## config.mk

```make
export PLATFORM = sky130hd
export DESIGN_NAME = matrix4_multiply_flat
export DESIGN_NICKNAME = d
export VERILOG_FILES = /design/src/design/m4mul_pkg.sv /design/src/design/m4mul_in_if.sv /design/src/design/m4mul_out_if.sv /design/src/design/matrix4_multiply.sv /design/src/design/m4mul_ctrl.sv /design/src/design/m4mul_dp.sv /design/src/flat_wrapper.sv
export SDC_FILE = /design/constraint.sdc
export NUM_CORES = 2
export LEC_CHECK = 0
export BUFFER_PORTS_ARGS = -buffer_cell sky130_fd_sc_hd__clkbuf_2
export CAP_MARGIN = 10
export CORE_UTILIZATION = 40
export CTS_CLUSTER_DIAMETER = 50
export CTS_CLUSTER_SIZE = 8
export DETAILED_ROUTE_END_ITERATION = 8
export MAX_ROUTING_LAYER = met4
export PLACE_DENSITY_LB_ADDON = 0.08
export SYNTH_ARGS = -nofsm -noshare
export SYNTH_HDL_FRONTEND = slang
export SYNTH_SLANG_ARGS = --single-unit
```

## constraint.sdc

```tcl
create_clock -name clk -period 9.7 [get_ports clk]
set_input_delay 0 -clock clk [delete_from_list [all_inputs] [get_ports clk]]
set_output_delay 0 -clock clk [all_outputs]
set_load 0.02 [all_outputs]
```

## src/design/m4mul_pkg.sv

```systemverilog
// ----------------------------------------------------------------------------
// m4mul_pkg
// Shared types and constants for the fixed-point matrix multiplier.
// ----------------------------------------------------------------------------
package m4mul_pkg;

  // Matrix dimension used when the top level is not overridden.
  localparam int DIM_DEFAULT = 4;

  // Q16.16 element format.
  localparam int VAL_W     = 32;
  localparam int FRAC_BITS = 16;
  localparam int PROD_W    = 2 * VAL_W;
  localparam int TERM_W    = PROD_W - FRAC_BITS;

  localparam logic signed [VAL_W-1:0] VAL_MAX = {1'b0, {(VAL_W-1){1'b1}}};
  localparam logic signed [VAL_W-1:0] VAL_MIN = {1'b1, {(VAL_W-1){1'b0}}};

  // Wait-counter value at which ST_WAIT hands over to ST_PUT.
  localparam logic WAIT_LAST = 1'b1;

  typedef enum logic [1:0] {
    ST_LOAD,
    ST_MAC,
    ST_WAIT,
    ST_PUT
  } ctrl_state_t;

  // Commands from the controller to the datapath.
  typedef struct packed {
    logic wr_en;     // store one loaded element pair
    logic rd_en;     // read one operand pair into the multiplier
    logic first;     // this operand pair starts a new sum
    logic put;       // move the finished sum into the output register
    logic put_last;  // the sum being moved is the final element
  } dp_cmd_t;

endpackage

```

## src/design/m4mul_in_if.sv

```systemverilog
// ----------------------------------------------------------------------------
// m4mul_in_if
// Operand channel: one left and one right matrix element per beat.
// ----------------------------------------------------------------------------
interface m4mul_in_if;
  import m4mul_pkg::*;

  logic                    valid;
  logic                    ready;
  logic signed [VAL_W-1:0] left_value;
  logic signed [VAL_W-1:0] right_value;

  modport source (output valid, output left_value, output right_value, input ready);
  modport sink (input valid, input left_value, input right_value, output ready);

endinterface

```

## src/design/m4mul_out_if.sv

```systemverilog
// ----------------------------------------------------------------------------
// m4mul_out_if
// Result channel: one product element per beat, last element flagged.
// ----------------------------------------------------------------------------
interface m4mul_out_if;
  import m4mul_pkg::*;

  logic                    valid;
  logic                    ready;
  logic signed [VAL_W-1:0] product_value;
  logic                    last_element;

  modport source (output valid, output product_value, output last_element, input ready);
  modport sink (input valid, input product_value, input last_element, output ready);

endinterface

```

## src/design/matrix4_multiply.sv

```systemverilog
// ----------------------------------------------------------------------------
// matrix4_multiply
// Fixed-point Q16.16 DIM x DIM matrix product with saturated results.
// ----------------------------------------------------------------------------
//  Channel   Dir   Beat carries                        Accepted when
//  operand   in    left_value, right_value             valid && ready
//  result    out   product_value, last_element         valid && ready
//
//  Loading takes one beat per cycle for DIM*DIM beats while valid is held.
//  Each result element then runs on the single shared multiplier:
//  DIM operand reads, pipeline fill in ST_WAIT, one transfer.
//  No new set is loaded until the last result of a set has been put.
//  A stalled result beat holds in the output register; the next sum waits.
//  Reset clears the control state only; the operand memories are not cleared.
// ----------------------------------------------------------------------------
module matrix4_multiply #(
  parameter int DIM = m4mul_pkg::DIM_DEFAULT
) (
  input logic          clk,
  input logic          rst,
  m4mul_in_if.sink     operand,
  m4mul_out_if.source  result
);
  import m4mul_pkg::*;

  localparam int ADDR_W = $clog2(DIM * DIM);

  dp_cmd_t           cmd;
  logic [ADDR_W-1:0] wr_addr, left_addr, right_addr;
  logic              out_free;

  m4mul_ctrl #(.DIM(DIM)) u_ctrl (
    .clk        (clk),
    .rst        (rst),
    .in_valid   (operand.valid),
    .in_ready   (operand.ready),
    .out_free   (out_free),
    .cmd        (cmd),
    .wr_addr    (wr_addr),
    .left_addr  (left_addr),
    .right_addr (right_addr)
  );

  m4mul_dp #(.DIM(DIM)) u_dp (
    .clk         (clk),
    .rst         (rst),
    .cmd         (cmd),
    .wr_addr     (wr_addr),
    .left_addr   (left_addr),
    .right_addr  (right_addr),
    .left_value  (operand.left_value),
    .right_value (operand.right_value),
    .out_free    (out_free),
    .out_valid   (result.valid),
    .out_ready   (result.ready),
    .out_value   (result.product_value),
    .out_last    (result.last_element)
  );

endmodule

```

## src/design/m4mul_ctrl.sv

```systemverilog
// ----------------------------------------------------------------------------
// m4mul_ctrl
// Sequencer: counts loaded pairs, then walks col, row and term index,
// issues one multiply-accumulate per cycle while in ST_MAC and puts each sum.
// ----------------------------------------------------------------------------
module m4mul_ctrl #(
  parameter int DIM = m4mul_pkg::DIM_DEFAULT
) (
  input  logic                              clk,
  input  logic                              rst,
  input  logic                              in_valid,
  output logic                              in_ready,
  input  logic                              out_free,
  output m4mul_pkg::dp_cmd_t                cmd,
  output logic [$clog2(DIM*DIM)-1:0]        wr_addr,
  output logic [$clog2(DIM*DIM)-1:0]        left_addr,
  output logic [$clog2(DIM*DIM)-1:0]        right_addr
);
  import m4mul_pkg::*;

  localparam int ELEMS  = DIM * DIM;
  localparam int ADDR_W = $clog2(ELEMS);
  localparam int IDX_W  = $clog2(DIM);
  localparam logic [ADDR_W-1:0] LOAD_LAST = ADDR_W'(ELEMS - 1);
  localparam logic [IDX_W-1:0]  IDX_LAST  = IDX_W'(DIM - 1);
  localparam logic [ADDR_W-1:0] DIM_A     = ADDR_W'(DIM);

  ctrl_state_t       state, state_next;
  logic [ADDR_W-1:0] load_count;
  logic [IDX_W-1:0]  col, row, term;
  logic              wait_cnt;
  logic              accept;
  logic              set_done;
  logic              elem_last;

  assign accept    = in_valid && in_ready;
  assign set_done  = (load_count == LOAD_LAST);
  assign elem_last = (col == IDX_LAST) && (row == IDX_LAST);
  assign wr_addr   = load_count;
  assign left_addr  = ADDR_W'(ADDR_W'(term) * DIM_A + ADDR_W'(row));
  assign right_addr = ADDR_W'(ADDR_W'(col) * DIM_A + ADDR_W'(term));

  always_comb begin
    state_next = state;
    unique case (state)
      ST_LOAD: begin
        if (accept && set_done) state_next = ST_MAC;
      end
      ST_MAC: begin
        if (term == IDX_LAST) state_next = ST_WAIT;
      end
      ST_WAIT: begin
        if (wait_cnt == WAIT_LAST) state_next = ST_PUT;
      end
      ST_PUT: begin
        if (out_free) state_next = elem_last ? ST_LOAD : ST_MAC;
      end
      default: state_next = ST_LOAD;
    endcase
  end

  always_comb begin
    in_ready     = 1'b0;
    cmd          = '0;
    unique case (state)
      ST_LOAD: begin
        // Ready is high throughout loading, so a valid beat is accepted.
        in_ready  = 1'b1;
        cmd.wr_en = in_valid;
      end
      ST_MAC: begin
        cmd.rd_en = 1'b1;
        cmd.first = (term == '0);
      end
      ST_WAIT: begin
      end
      ST_PUT: begin
        cmd.put      = out_free;
        cmd.put_last = elem_last;
      end
      default: begin
      end
    endcase
  end

  always_ff @(posedge clk) begin
    if (rst) begin
      state      <= ST_LOAD;
      load_count <= '0;
      col        <= '0;
      row        <= '0;
      term       <= '0;
      wait_cnt   <= 1'b0;
    end else begin
      state <= state_next;
      unique case (state)
        ST_LOAD: begin
          if (accept) begin
            load_count <= set_done ? '0 : load_count + 1'b1;
            col        <= '0;
            row        <= '0;
            term       <= '0;
          end
        end
        ST_MAC: begin
          term     <= (term == IDX_LAST) ? '0 : term + 1'b1;
          wait_cnt <= 1'b0;
        end
        ST_WAIT: begin
          wait_cnt <= ~wait_cnt;
        end
        ST_PUT: begin
          // Results leave in flat order, row running fastest.
          if (out_free) begin
            if (row == IDX_LAST) begin
              row <= '0;
              col <= col + 1'b1;
            end else begin
              row <= row + 1'b1;
            end
          end
        end
        default: begin
        end
      endcase
    end
  end

endmodule

```

## src/design/m4mul_dp.sv

```systemverilog
// ----------------------------------------------------------------------------
// m4mul_dp
// Datapath: operand memories, one shared 32x32 multiplier, a wide
// accumulator, saturation and the output register.
// ----------------------------------------------------------------------------
module m4mul_dp #(
  parameter int DIM = m4mul_pkg::DIM_DEFAULT
) (
  input  logic                              clk,
  input  logic                              rst,
  input  m4mul_pkg::dp_cmd_t                cmd,
  input  logic [$clog2(DIM*DIM)-1:0]        wr_addr,
  input  logic [$clog2(DIM*DIM)-1:0]        left_addr,
  input  logic [$clog2(DIM*DIM)-1:0]        right_addr,
  input  logic signed [m4mul_pkg::VAL_W-1:0] left_value,
  input  logic signed [m4mul_pkg::VAL_W-1:0] right_value,
  output logic                              out_free,
  output logic                              out_valid,
  input  logic                              out_ready,
  output logic signed [m4mul_pkg::VAL_W-1:0] out_value,
  output logic                              out_last
);
  import m4mul_pkg::*;

  localparam int ELEMS = DIM * DIM;
  localparam int ACC_W = TERM_W + $clog2(DIM) + 1;

  logic signed [VAL_W-1:0]  left_mem  [ELEMS];
  logic signed [VAL_W-1:0]  right_mem [ELEMS];
  logic signed [VAL_W-1:0]  left_rd, right_rd;
  logic                     rd_valid, rd_first;
  logic signed [PROD_W-1:0] prod;
  logic                     prod_valid, prod_first;
  logic signed [ACC_W-1:0]  acc;
  logic signed [ACC_W-1:0]  term;
  logic signed [VAL_W-1:0]  sat_value;
  logic                     acc_fits;

  // Operand stores: one write port for loading, one registered read port.
  always_ff @(posedge clk) begin
    if (cmd.wr_en) begin
      left_mem[wr_addr]  <= left_value;
      right_mem[wr_addr] <= right_value;
    end
    if (cmd.rd_en) begin
      left_rd  <= left_mem[left_addr];
      right_rd <= right_mem[right_addr];
    end
  end

  always_ff @(posedge clk) begin
    prod <= left_rd * right_rd;
  end

  // Dropping the low 16 bits of the two's complement product floors it.
  assign term = {{(ACC_W-TERM_W){prod[PROD_W-1]}}, prod[PROD_W-1:FRAC_BITS]};

  always_ff @(posedge clk) begin
    if (prod_valid) begin
      acc <= prod_first ? term : acc + term;
    end
  end

  always_ff @(posedge clk) begin
    if (rst) begin
      rd_valid   <= 1'b0;
      rd_first   <= 1'b0;
      prod_valid <= 1'b0;
      prod_first <= 1'b0;
    end else begin
      rd_valid   <= cmd.rd_en;
      rd_first   <= cmd.first;
      prod_valid <= rd_valid;
      prod_first <= rd_first;
    end
  end

  // The sum fits when every bit above bit 31 copies the sign bit.
  assign acc_fits  = (acc[ACC_W-1:VAL_W-1] == '0) || (acc[ACC_W-1:VAL_W-1] == '1);
  assign sat_value = acc_fits ? acc[VAL_W-1:0] : (acc[ACC_W-1] ? VAL_MIN : VAL_MAX);

  assign out_free = !out_valid || out_ready;

  always_ff @(posedge clk) begin
    if (rst) begin
      out_valid <= 1'b0;
    end else if (cmd.put) begin
      out_valid <= 1'b1;
    end else if (out_ready) begin
      out_valid <= 1'b0;
    end
  end

  always_ff @(posedge clk) begin
    if (cmd.put) begin
      out_value <= sat_value;
      out_last  <= cmd.put_last;
    end
  end

endmodule

```

## src/flat_wrapper.sv

```systemverilog
// flat-port wrapper written by rule: the top's interface ports become plain ports
module matrix4_multiply_flat import m4mul_pkg::*;
#(
  parameter int DIM = m4mul_pkg::DIM_DEFAULT
)
  (clk, rst, operand_valid, operand_left_value, operand_right_value, operand_ready, result_valid, result_product_value, result_last_element, result_ready);
  m4mul_in_if operand_i ();
  m4mul_out_if result_i ();
  input logic clk;
  input logic rst;
  input wire logic [$bits(operand_i.valid)-1:0] operand_valid;
  input wire logic [$bits(operand_i.left_value)-1:0] operand_left_value;
  input wire logic [$bits(operand_i.right_value)-1:0] operand_right_value;
  output wire logic [$bits(operand_i.ready)-1:0] operand_ready;
  output wire logic [$bits(result_i.valid)-1:0] result_valid;
  output wire logic [$bits(result_i.product_value)-1:0] result_product_value;
  output wire logic [$bits(result_i.last_element)-1:0] result_last_element;
  input wire logic [$bits(result_i.ready)-1:0] result_ready;
  assign operand_i.valid = operand_valid;
  assign operand_i.left_value = operand_left_value;
  assign operand_i.right_value = operand_right_value;
  assign operand_ready = operand_i.ready;
  assign result_valid = result_i.valid;
  assign result_product_value = result_i.product_value;
  assign result_last_element = result_i.last_element;
  assign result_i.ready = result_ready;
  matrix4_multiply #(.DIM(DIM)) u_core (.clk(clk), .rst(rst), .operand(operand_i), .result(result_i));
endmodule
```

==> results.sh <==
export IMPL_wl_microns=211000
export IMPL_p_leak_nw=36.9
export IMPL_dp_hpwl_microns=147000
export IMPL_fmax_mhz=116
export IMPL_final_cells=9166
export IMPL_crit_fanout=26
export IMPL_drt_iter0_drc=2884
export IMPL_initial_core_util_pct=40.3
export IMPL_crit_buf_inv=5
export IMPL_core_sq_mm=0.207
export IMPL_finalSetupViolCount=0
export IMPL_gr_total_overflow=0
export IMPL_io_buffer_count=102
export IMPL_path_delay_family="adder cells"
export IMPL_netlist_instances=6067
export IMPL_slowest_stage="edfxtp_1"
export IMPL_clock_latency_ns=0.83
export IMPL_cts_root_buf="clkbuf_16"
export IMPL_dp_cells=8808
export IMPL_cts_buffer_depth=3
export IMPL_cpPeakStageDelay_ns=1.18
export IMPL_ys_ff_latch=1238
export IMPL_holdCritPathClass="input port to register"
export IMPL_finalMaxSlewViolations=0
export IMPL_ctsResizeCount=0
export IMPL_drive_gt1_share_pct=13.4
export IMPL_worst_hold_slack_ns=0.129
export IMPL_fill_cells=18612
export IMPL_synth_yosys_warnings=0
export IMPL_cts_hold_buf=69
export IMPL_stdcell_area_sq_mm=0.0941
export IMPL_cts_made_buffers=187
export IMPL_status="finished clean"
export IMPL_synth_mux_area_fraction_pct=8.71
export IMPL_period_share_pct=89.0
export IMPL_cts_tree="done"
export IMPL_period_needed_ns=8.64
export IMPL_yosys_area_share_xor_xnor_pct=1.15
export IMPL_vias=46478
export IMPL_first_pass_iters=7
export IMPL_tightestPinTransition_ns=1.26
export IMPL_finalClockSkew_ns=0.0726
export IMPL_wl_per_cell_microns=23.1
export IMPL_ys_types=78
export IMPL_antenna_found_initial=24
export IMPL_yosysSeqAreaShare_pct=43.6
export IMPL_synthAdderAreaFrac_pct=29.5
export IMPL_ys_top_cells_by_count="edfxtp_1 (1,172), fa_1 (1,082), inv_1 (1,048)"
export IMPL_grt_start_max_net_pins=100
export IMPL_hold_viol_final=0
export IMPL_synth_simple_area_share_pct=7.92
export IMPL_cap_violations=0
export IMPL_rows=167
export IMPL_ir_drop_mv=0.160
export IMPL_dieHeight_microns=459
export IMPL_async_reset_ff_share_pct=0
export IMPL_path_class="register to register"
export IMPL_grt_pass1_vias=51450
export IMPL_syn_num_nets=7459
export IMPL_start_kind="register"
export IMPL_grt_pass1_wl_microns=328000
export IMPL_htreeDepth=4
export IMPL_path_cells="nand2_1 > fa_1 > fa_1 > fa_1 > inv_1 > fa_1 > inv_1 > fa_1 > inv_1 > fa_1 > inv_1 > fa_1 > inv_1 > fa_1 > ha_1 > a21o_1 > a21oi_1 > nor2_1 > nor2_1 > o21ai_0 > a21oi_1 > nor2b_1 > a2111oi_4 > xnor2_1"
export IMPL_placed_cell_area_sq_mm=0.0878
export IMPL_gp_congestion=0.846
export IMPL_final_nets=7671
export IMPL_ys_top_cells_by_area="edfxtp_1 (42%), fa_1 (26%), mux4_2 (8.6%)"
export IMPL_area_growth_pct=12.4
export IMPL_die_width_microns=459
export IMPL_worst_setup_path_end_kind="register"
export IMPL_post_cts_setup_buffers=0
export IMPL_synth_top_area_share_pct=42.1
export IMPL_crit_top_cell="fa_1"
export IMPL_crit_required_ns=10.39
export IMPL_ios=103
export IMPL_synth_top_family_by_area="adder cells"
export IMPL_synth_compound_area_share_pct=3.04
export IMPL_ant_nets=0
export IMPL_synth_area_per_cell_sq_um=13.8
export IMPL_synth_cell_area_sq_mm=0.0837
export IMPL_power_total_mw=12.2
export IMPL_rsz0062_at_grt="no"
export IMPL_dieArea_sq_mm=0.211
export IMPL_crit_arrival_ns=9.33
export IMPL_clkTransAtPathRegs_ns=0.05
export IMPL_drc_errors=0
export IMPL_grtUsageTotal_pct=21.3
export IMPL_cts_sinks=1238
export IMPL_slew_headroom_pct=15.9
export IMPL_tns_ns=0
export IMPL_synth_most_common_cell="edfxtp_1"
export IMPL_synthFlopType="edfxtp_1"
export IMPL_yosysTopAreaCell="edfxtp_1"
export IMPL_p_per_area_mw_per_mm2=129
export IMPL_vias_per_cell=5.07
export IMPL_synth_edff_count=1172
[power by group]
group | leakage [nW] | switching (mW) | internal [mW] | total (mW)
Sequential | 11.1 | 0.0116 | 5.91 | 5.93
Clock | 2.64 | 2.35 | 3.66 | 6.01
Combinational | 23.1 | 0.155 | 0.0771 | 0.232
[metal layers]
metal	vias up	GRT usage, %	routed length (microns)	part of all wire (%)
met2	918	33.1	99100	47
met4	0	3.69	2890	1.4
met3	221	3.10	9860	4.7
met5	-	-	0	0
li1	20499	-	-	-
met1	24840	30.2	99400	47
[flip-flops by register name (all words and copies together), names as in the netlist, 2 cells and up]
name and cells:
u_core.u_ctrl.col 2, u_core.u_dp.right_rd 32, u_core.u_dp.right_mem 512, u_core.u_dp.prod 48, u_core.u_dp.acc 51, u_core.u_ctrl.wr_addr 4
u_core.u_ctrl.term 2, u_core.u_dp.out_value 32, u_core.u_dp.left_rd 32, u_core.u_dp.left_mem 512, u_core.u_ctrl.row 2, u_core.u_ctrl.state 2
[placed cells by master (no fill, tap or decap), drive strengths merged, types with 5 or more instances in the layout]
cell and instances:
edfxtp 1172, fa 1082, inv 1058, nand2 589
and2 516, clkbuf 339, mux4 320, ha 242
buf 147, o21ai 126, nor2 95, a21oi 92
dlygate4sd3 69, dfxtp 66, xnor2 63, xor2 47
a21o 45, nand3 25, nand2b 21, nor2b 20
nor3 19, diode 18, nand4 18, clkinv 18
a31oi 16, a211oi 14, o21bai 14, and3 13
o21a 11, o31ai 9, a211o 7, nor4 7
o211ai 6, or2 5, a41oi 5
[metrics by stage]
step,utilization (%),worst slack [ns]
3_3_place_gp,42.3,1.11
5_1_grt,45.3,0.559
6_report,45.3,1.06
3_5_place_dp,42.3,1.09
4_1_cts,45.3,1.02
2_1_floorplan,-,2.15
[kinds of logic after synthesis]
kind of cell,Yosys count
XOR/XNOR,110
multiplexers,328
buffers and inverters,1344
adder cells (fa/ha/maj),1324
flip-flops,1238
AND/OR/NAND/NOR,1339
AO/OA/AOI/OAI,384
[cell type report]
cell class	count	area, sq um	share of cell area, %
flip-flops and latches	1238	36500	38.8
multi-input cells	3485	42200	44.9
clock buffers	237	4980	5.30
clock inverters	33	517	0.549
diodes	18	45.0	0.0479
well taps	2788	3490	3.71
inverters	1049	3940	4.19
repair buffers	318	2320	2.47
[worst register-to-register path: cells and delay by family (launching register included)]
family          cells  cell delay, ns
buf+inv             5            0.63
xor+xnor            1            0.15
flops               1            1.18
simple gates        4            0.68
fa+ha+maj           9            4.97
compound gates      5            0.93
[path summary, 6_finish.rpt]
| kind | to | start | cells after the start | slack [ns] |
|---|---|---|---|---|
| setup / recovery | u_core.u_dp.prod[61]$_DFF_P_ | u_core.u_dp.right_rd[11]$_DFFE_PP_ | 24 | 1.06 |
| hold / removal | u_core.u_dp.right_mem[4][15]$_DFFE_PP_ | operand_right_value[15] | 2 | 0.13 |
| setup reg to reg | u_core.u_dp.prod[61]$_DFF_P_ | u_core.u_dp.right_rd[11]$_DFFE_PP_ | 24 | 1.06 |
| hold reg to reg | u_core.u_dp.prod_valid$_SDFF_PP0_ | u_core.u_dp.rd_valid$_SDFF_PP0_ | 1 | 0.43 |
Power figures use the tool's default switching activity.
